### config.mk
export PLATFORM = sky130hd
export DESIGN_NAME = hmn_controller
export DESIGN_NICKNAME = d
export VERILOG_FILES = /design/src/design/hmn_pkg.sv /design/src/design/hmn_controller.sv
export SDC_FILE = /design/constraint.sdc
export NUM_CORES = 1
export LEC_CHECK = 0
export ABC_AREA = 0
export BUFFER_PORTS_ARGS = -buffer_cell sky130_fd_sc_hd__buf_2
export CORE_MARGIN = 1.5
export CORE_UTILIZATION = 45
export CTS_CLUSTER_DIAMETER = 50
export DETAILED_ROUTE_END_ITERATION = 10
export PLACE_DENSITY = 0.77
export SLEW_MARGIN = 20
export SYNTH_ARGS = -nofsm -noshare
export SYNTH_HDL_FRONTEND = slang
export SYNTH_SLANG_ARGS = --single-unit
### constraint.sdc
create_clock -name clk -period 2.15 [get_ports clk]
set_input_delay 0.215 -clock clk [delete_from_list [all_inputs] [get_ports clk]]
set_output_delay 0.215 -clock clk [all_outputs]
set_load 0.01 [all_outputs]
### src/design/hmn_pkg.sv
package hmn_pkg;

    // Fixed field widths
    localparam int HEIGHT_W   = 16;
    localparam int CFG_W      = 16;
    localparam int IDX_W      = 2;
    localparam int GRID_W     = 9;
    localparam int ZW         = 24;
    localparam int DW         = 25;
    localparam int SQW        = 2 * DW;
    localparam int RTW        = DW;
    localparam int RMW        = RTW + 3;
    localparam int SQRT_STEPS = RTW;
    localparam int NDW        = 40;
    localparam int QW         = 15;
    localparam int DIV_STEPS  = QW;
    localparam int OUT_W      = 88;
    localparam int PIPE_DRAIN = 2;

    // Register indexes
    localparam logic [IDX_W-1:0] REG_HEIGHT_SCALE = 2'd0;
    localparam logic [IDX_W-1:0] REG_GRID_COLS    = 2'd1;
    localparam logic [IDX_W-1:0] REG_GRID_ROWS    = 2'd2;

    localparam logic [CFG_W-1:0] SCALE_RESET = 16'd5120;
    localparam int               GRID_RESET  = 256;

    // Neighbor read slots
    localparam int         NUM_SLOTS = 5;
    localparam logic [2:0] SLOT_C    = 3'd0;
    localparam logic [2:0] SLOT_XP   = 3'd1;
    localparam logic [2:0] SLOT_XM   = 3'd2;
    localparam logic [2:0] SLOT_YP   = 3'd3;
    localparam logic [2:0] SLOT_YM   = 3'd4;

    typedef struct packed {
        logic       accept;
        logic       wrap;
        logic       div_start;
        logic       div_step;
        logic       div_done;
        logic       store;
        logic       rd;
        logic [2:0] slot;
        logic       diff;
        logic       sq;
        logic       sqrt_init;
        logic       sqrt_step;
        logic       ndiv_init;
        logic       ndiv_step;
        logic       out_load;
    } hmn_cmd_t;

    typedef struct packed {
        logic mode;
        logic resync;
        logic out_free;
    } hmn_stat_t;

endpackage

### src/design/hmn_controller.sv
module hmn_controller #(
    parameter int DIV_W = 17
) (
    input  logic               clk,
    input  logic               rst_n,
    input  logic               s_tvalid,
    output logic               s_tready,
    input  hmn_pkg::hmn_stat_t stat,
    output hmn_pkg::hmn_cmd_t  cmd
);
    import hmn_pkg::*;

    localparam int MAX_STEPS = (DIV_W > SQRT_STEPS) ? DIV_W : SQRT_STEPS;
    localparam int CNT_W     = $clog2(MAX_STEPS + 1);

    localparam logic [3:0] S_IDLE   = 4'd0;
    localparam logic [3:0] S_PREP   = 4'd1;
    localparam logic [3:0] S_RESYNC = 4'd2;
    localparam logic [3:0] S_FIX    = 4'd3;
    localparam logic [3:0] S_LOAD   = 4'd4;
    localparam logic [3:0] S_RD     = 4'd5;
    localparam logic [3:0] S_DRAIN  = 4'd6;
    localparam logic [3:0] S_DIFF   = 4'd7;
    localparam logic [3:0] S_SQ     = 4'd8;
    localparam logic [3:0] S_SQRT0  = 4'd9;
    localparam logic [3:0] S_SQRT   = 4'd10;
    localparam logic [3:0] S_NDIV0  = 4'd11;
    localparam logic [3:0] S_NDIV   = 4'd12;
    localparam logic [3:0] S_OUT    = 4'd13;

    logic [3:0]       state_reg, state_next;
    logic [CNT_W-1:0] cnt_reg, cnt_next;
    logic [3:0]       dispatch;

    assign s_tready = (state_reg == S_IDLE);
    assign dispatch = stat.mode ? S_RD : S_LOAD;

    // Sequence the datapath
    always_comb
    begin
        cmd        = '0;
        state_next = state_reg;
        cnt_next   = cnt_reg;
        case (state_reg)
            S_IDLE:
            begin
                if (s_tvalid)
                begin
                    cmd.accept = 1'b1;
                    state_next = S_PREP;
                end
            end
            S_PREP:
            begin
                cmd.wrap      = 1'b1;
                cmd.div_start = 1'b1;
                cnt_next      = '0;
                state_next    = stat.resync ? S_RESYNC : dispatch;
            end
            S_RESYNC:
            begin
                cmd.div_step = 1'b1;
                cnt_next     = cnt_reg + 1'b1;
                if (cnt_reg == CNT_W'(DIV_W - 1))
                begin
                    state_next = S_FIX;
                end
            end
            S_FIX:
            begin
                cmd.div_done = 1'b1;
                cnt_next     = '0;
                state_next   = dispatch;
            end
            S_LOAD:
            begin
                cmd.store  = 1'b1;
                state_next = S_IDLE;
            end
            S_RD:
            begin
                cmd.rd   = 1'b1;
                cmd.slot = cnt_reg[2:0];
                cnt_next = cnt_reg + 1'b1;
                if (cnt_reg == CNT_W'(NUM_SLOTS - 1))
                begin
                    cnt_next   = '0;
                    state_next = S_DRAIN;
                end
            end
            S_DRAIN:
            begin
                cnt_next = cnt_reg + 1'b1;
                if (cnt_reg == CNT_W'(PIPE_DRAIN - 1))
                begin
                    cnt_next   = '0;
                    state_next = S_DIFF;
                end
            end
            S_DIFF:
            begin
                cmd.diff   = 1'b1;
                state_next = S_SQ;
            end
            S_SQ:
            begin
                cmd.sq     = 1'b1;
                state_next = S_SQRT0;
            end
            S_SQRT0:
            begin
                cmd.sqrt_init = 1'b1;
                cnt_next      = '0;
                state_next    = S_SQRT;
            end
            S_SQRT:
            begin
                cmd.sqrt_step = 1'b1;
                cnt_next      = cnt_reg + 1'b1;
                if (cnt_reg == CNT_W'(SQRT_STEPS - 1))
                begin
                    state_next = S_NDIV0;
                end
            end
            S_NDIV0:
            begin
                cmd.ndiv_init = 1'b1;
                cnt_next      = '0;
                state_next    = S_NDIV;
            end
            S_NDIV:
            begin
                cmd.ndiv_step = 1'b1;
                cnt_next      = cnt_reg + 1'b1;
                if (cnt_reg == CNT_W'(DIV_STEPS - 1))
                begin
                    state_next = S_OUT;
                end
            end
            S_OUT:
            begin
                if (stat.out_free)
                begin
                    cmd.out_load = 1'b1;
                    state_next   = S_IDLE;
                end
            end
            default:
            begin
                state_next = S_IDLE;
            end
        endcase
    end

    always_ff @(posedge clk or negedge rst_n)
    begin
        if (!rst_n)
        begin
            state_reg <= S_IDLE;
            cnt_reg   <= '0;
        end
        else
        begin
            state_reg <= state_next;
            cnt_reg   <= cnt_next;
        end
    end

endmodule

# Word level (Yosys, flattened, before mapping)
# Index checks and enable logic that the tools add are counted.
[word_totals]
reg_bits = 9
in_bits = 6
out_inout_bits = 18
elab_cells = 61
[op_classes]
add_sub_neg = 1
eq_ne = 25
mux = 28
n_reduce_logical = 5
[ops]
columns = ["operator", "n"]
rows = [
  ["one-hot mux 4 bit (13 select lines)", 1],
  ["2-to-1 mux 4 bit", 8],
  ["== test 4 bit (second input constant)", 6],
  ["one-hot mux 5 bit (4 select lines)", 1],
  ["== test 4 x 3 -> 1 bit (second input constant)", 4],
  ["2-to-1 mux 1 bit", 14],
  ["inequality test 2 bit (second input constant)", 7],
  ["== test 5 bit (second input constant)", 2],
  ["2-to-1 mux 5 bit", 2],
  ["== test 4 x 2 -> 1 bit (second input constant)", 2],
  ["AND reduction 7 bit", 1],
  ["adder 5 x 1 -> 5 bit (second input constant)", 1],
  ["== test 5 x 1 -> 1 bit (second input constant)", 1],
  ["== test 5 x 3 -> 1 bit (second input constant)", 1],
  ["== test 5 x 4 -> 1 bit (second input constant)", 1],
  ["== test 4 x 1 -> 1 bit (second input constant)", 1],
  ["zero test 4 bit", 1],
  ["nonzero test 4 bit", 1],
  ["OR reduction 4 bit", 1],
  ["2-to-1 mux 3 bit", 1],
  ["OR reduction 3 bit", 1],
  ["2-to-1 mux 2 bit", 1],
]

# Depth between registers and ports, before layout
[depth]
depth_word = 3
depth_mapped = 7
ltp_nobuf = 7

# Worst setup path before layout
# No wires, ideal clock.
[synth_path]
kind = "flip-flop to flip-flop"
start = "reg cnt_reg[0]"
end = "reg state_reg[0]"
setup_time_ns = 0.128
arrival_time_ns = 1.771
required_ns = 2.022
slack_ns = 0.252
path_stages_with_launch = 7
n_path_buf = 0
synth_period_minus_slack_ns = 1.898
path_cell_list = "dfrtp_1 -> inv_1 -> ha_1 -> or4b_1 -> a22o_1 -> nor3_2 -> mux2_1"
[synth_between]
elab_chain_cells = 3
elab_cells_between_ends = 11
classes_between = "10 x eq/ne; 1 x reduce/logical"
[synth_lines]
columns = ["item", "line", "source"]
rows = [
  ["from (decl)", "hmn_controller.sv:32", "logic [CNT_W-1:0] cnt_reg, cnt_next;"],
  ["from (signal assigned)", "hmn_controller.sv:165", "cnt_reg <= cnt_next;"],
  ["== test 5 x 4 -> 1 bit (tied with other cells)", "hmn_controller.sv:135", "if (cnt_reg == CNT_W'(DIV_STEPS - 1))"],
  ["inequality test 2 bit (no source line)", "n/a", ""],
  ["AND reduction 7 bit (no source line) (*)", "n/a", ""],
  ["to (signal assigned)", "hmn_controller.sv:164", "state_reg <= state_next;"],
  ["to (decl)", "hmn_controller.sv:31", "logic [3:0] state_reg, state_next;"],
]
# Mark *: on every way between the ends. The rest lies on a longest branch, timed or not.
# A chain may end at the register's enable or synchronous reset.

# Worst setup path after layout
# Ends and elaborated chain as after synthesis.

==> results.txt <==
- Cells with a size suffix above 1 make up roughly a third of the layout.
- Final global-route overflow total: 0
- Setup violations remaining at the end of the flow were counted as 0.
- For this design the static power due to leakage is between 0.0005 and 0.0006 uW.
- CP delay by family, top: simple AND/OR/NAND/NOR gates
- By area the synthesized netlist is led by sky130_fd_sc_hd__dfrtp_1, sky130_fd_sc_hd__ha_1, sky130_fd_sc_hd__nor3_1, sky130_fd_sc_hd__buf_4, sky130_fd_sc_hd__nand2_1.
- Leaving out fill and tap cells, the most frequent cells in the layout are sky130_fd_sc_hd__buf_2, sky130_fd_sc_hd__nand2_1, sky130_fd_sc_hd__nor3_1, sky130_fd_sc_hd__dfrtp_1, sky130_fd_sc_hd__a21oi_1.
- Worst slack, placed: 0.1564 ns
- Port bufs: 23
- Number of synthesized flops with an enable pin: 0
- Part of the Yosys area used for sequential elements: 23.44%
- Via/cell ratio: 5.829
- The number of setup buffers added after CTS is 0.
* Critical path class: flop to flop
* Worst ir drop on vdd: 0.7805 mV
- Post-synthesis instance total: about 110
* Clock buffer count from CTS: 3
- The total area inside the core boundary comes to 1982 um^2.
* Cell area after synthesis: about 960 um^2
- After synthesis, the mean cell area works out to roughly 8.4 um^2.
* Most common flop cell mapped by yosys: sky130_fd_sc_hd__dfrtp_1
* Clock latency on the worst-skew pair: 0.28 ns
- Antenna cells: 0
* RSZ-0062 raised after global routing: no
- Peak fanout along the critical path: 6
- CP max stage delay: 0.44 ns
- Final instance count without filler cells: approximately 160
- Global placement routability congestion: approximately 0.86
- Final Max Slew Viols: 0
* Worst r2r path cells: 6
- The worst hold path belongs to the class primary input to asynchronous set/reset pin.
* Via count of the first global-routing pass: around 840
- Summed over all layers, the routed wires come to 2341 um.
* Final hold vios: 0
* Number of ports placed on the die boundary: 24
- Power spread over the standard cell area amounts to 1560 nW/um^2.
* Placed insts: 159
- Capturing instance or port of the critical path: state_reg[0]
* TritonCTS clock tree: built
- Final worst clock skew: 0.006622 ns
* Number of warnings reported in the yosys synthesis log: 0
* Drt wl/cell: between 10 and 15 um
- Reg2Reg Setup Slack: 0.14 ns
* Count of TritonRoute iterations in the first routing pass: 4
- The number of different library cells used by synthesis comes to 46.
- Global routing consumed, over all layers together, 20.62% of the routing resources.
- Ratio of final minimum period to clock period: around 94%
- Final critical delay including setup and external delays: 2.013 ns
* Post-synthesis cell type with the largest combined area: sky130_fd_sc_hd__dfrtp_1
- 1st-iter DRT viols: 18
- Critical Path Start Type: flop
- The initial utilization of the core area, before any placement, comes to 48.48%.
- Entering global routing, the biggest net connects 13 pins.
* Post-CTS clock slew at the launch and capture registers of the worst setup and hold paths: 0.08 ns
- Flip-flop and latch count after synthesis: 9
- For this design, the slowest cell found on the critical path is sky130_fd_sc_hd__dfrtp_1.
- The library cell used most frequently in the layout, excluding fill and tap cells, is sky130_fd_sc_hd__buf_2.
- Worst max-slew margin expressed relative to the limit: 66.45%
* Worst path bufs/invs: 1
- For this run, the top clock speed supported by timing is 0.4967 GHz.
- The critical path goes through inv_1 -> ha_1 -> or4b_1 -> a22o_1 -> nor3_2 -> mux2_1.
* CP Launch Point: cnt_reg[0]
- Maximum level of the CTS H-tree: 1
- At the pin with the least slew margin, the transition time is 0.4986 ns.
- The worst register-to-register path begins at cnt_reg[0].
* Required time at the endpoint of the critical path: 2.32 ns
- The initialized floorplan defines 16 standard-cell rows.
* Mapped Nets: 124
- In this run the critical register-to-register path is captured at state_reg[0].
- For this run, design rule violations remaining after detail routing come to 0.
* Number of flip-flops in the largest register: 5
* Number of sinks driven by the clock tree: 9
- The synthesized design devotes to its leading area cell type 23.44% of total area.
- At the worst endpoint, the arrival time is 2.18 ns.
* Max Buffers Root-to-Sink: 2
- The initial antenna violation count is 0.
- The detailed router placed 956 vias in this run.
* Sum Neg Setup Slack: 0 ns
- The detail route stage leaves a number of antenna-violating nets equal to 0.
* Die Y-Extent: 49.21 um
- Measured along the x axis, the die boundary spans 49.21 um.
* Maxcap violations: 0
* Synthesis-to-layout area growth: 16.67%
- After legalization and detailed placement, the total HPWL measured ~1800 um.
- Critical Path Sink Type: flop
* Smallest setup slack after layout: 0.1366 ns
* Area of the die: 2422 um^2
* Clock root buffer master: sky130_fd_sc_hd__clkbuf_4
- The run finished with clean final reports.
- Async set-or-reset flop fraction in the synthesized netlist: 100.0%
- Global-route wire length before repair: around 3800 um
- Counting buffers and inverters, the worst setup path is 6 cells deep.
* Final-stage net count: 148
synthesized netlist by cell type (2+ instances only):
master and count:
sky130_fd_sc_hd__nand2_1 11, sky130_fd_sc_hd__dfrtp_1 9, sky130_fd_sc_hd__nor3_1 9, sky130_fd_sc_hd__a21oi_1 7
sky130_fd_sc_hd__buf_4 6, sky130_fd_sc_hd__nor2_1 6, sky130_fd_sc_hd__o21ai_0 6, sky130_fd_sc_hd__inv_1 5
sky130_fd_sc_hd__ha_1 4, sky130_fd_sc_hd__buf_2 3, sky130_fd_sc_hd__nand2b_1 3, sky130_fd_sc_hd__a21o_1 2
sky130_fd_sc_hd__a22o_1 2, sky130_fd_sc_hd__and2_1 2, sky130_fd_sc_hd__and4bb_4 2, sky130_fd_sc_hd__inv_2 2
sky130_fd_sc_hd__nand3_1 2, sky130_fd_sc_hd__nand3b_1 2, sky130_fd_sc_hd__nor4_1 2, sky130_fd_sc_hd__o21ai_1 2
sky130_fd_sc_hd__or4_1 2
what timing repair did:
item / CTS / global route
gates resized for setup: 0 / 0
endpoints found under the hold margin: 9 / 0
hold buffers: 1 / 0
power breakdown:
part	switching [uW]	internal, uW
Sequential	170	248
Combinational	666	520
Clock	75.9	69.1
Total	912	837
metal layers:
metal,vias to the layer above,global-route usage (%),part of all wire [%]
li1,466,-,-
met1,454,23.24,43
met2,32,36.71,51
met3,4,4.601,5.8
met4,0,9.048,0.73
met5,-,0,0
stage by stage:
step           instance area (um^2)  hold WS [ns]  util (%)  total power (uW)
2_1_floorplan                 960.9      -0.08059         -              1331
3_3_place_gp                   1084       0.07434     54.67              1551
3_5_place_dp                   1084       0.07770     54.67              1598
4_1_cts                        1121        0.3138     56.57              1749
5_1_grt                        1121        0.3351     56.57              1911
6_report                       1121        0.3130     56.57              1749
kinds of logic after synthesis:
logic type                 count (synthesis)  synth area share, %
AOI/OAI and AO/OA                         32                26.70
buffers and inverters                     17                9.374
muxes                                      2                2.214
adders and majority gates                  4                5.209
DFF                                        9                23.44
and+or+nand+nor                           50                33.07
worst reg2reg max path, delay by kind of cell, from the launching register on:
family	cells	cell delay, ns
buffers and inverters	1	0.12
AO/OA/AOI/OAI	1	0.21
multiplexers	1	0.34
AND/OR/NAND/NOR	2	0.61
flip-flops	1	0.44
adder cells (fa/ha/maj)	1	0.18
final cells by class:
cell class / instances / area (um^2)
Timing Repair Buffer: 29 / 162.7
Clock buffer: 3 / 22.52
Clock inverter: 1 / 5.005
Inverter: 7 / 26.28
Fill cell: 188 / 860.8
Multi-Input combinational cell: 88 / 645.6
Sequential cell: 9 / 225.2
Tap cell: 27 / 33.78
worst min-delay path by stage:
stage | start | end | slack (ns) | cells after the start
CTS | rst_n | cnt_reg[0] | 0.31 | 2
finish | rst_n | state_reg[0] | 0.31 | 2
global route | rst_n | cnt_reg[4] | 0.34 | 2
floorplan | rst_n | cnt_reg[0] | -0.08 | 0
detailed placement | rst_n | cnt_reg[4] | 0.08 | 1
global placement | rst_n | cnt_reg[2] | 0.07 | 1
(Power assumes the default switching activity.)
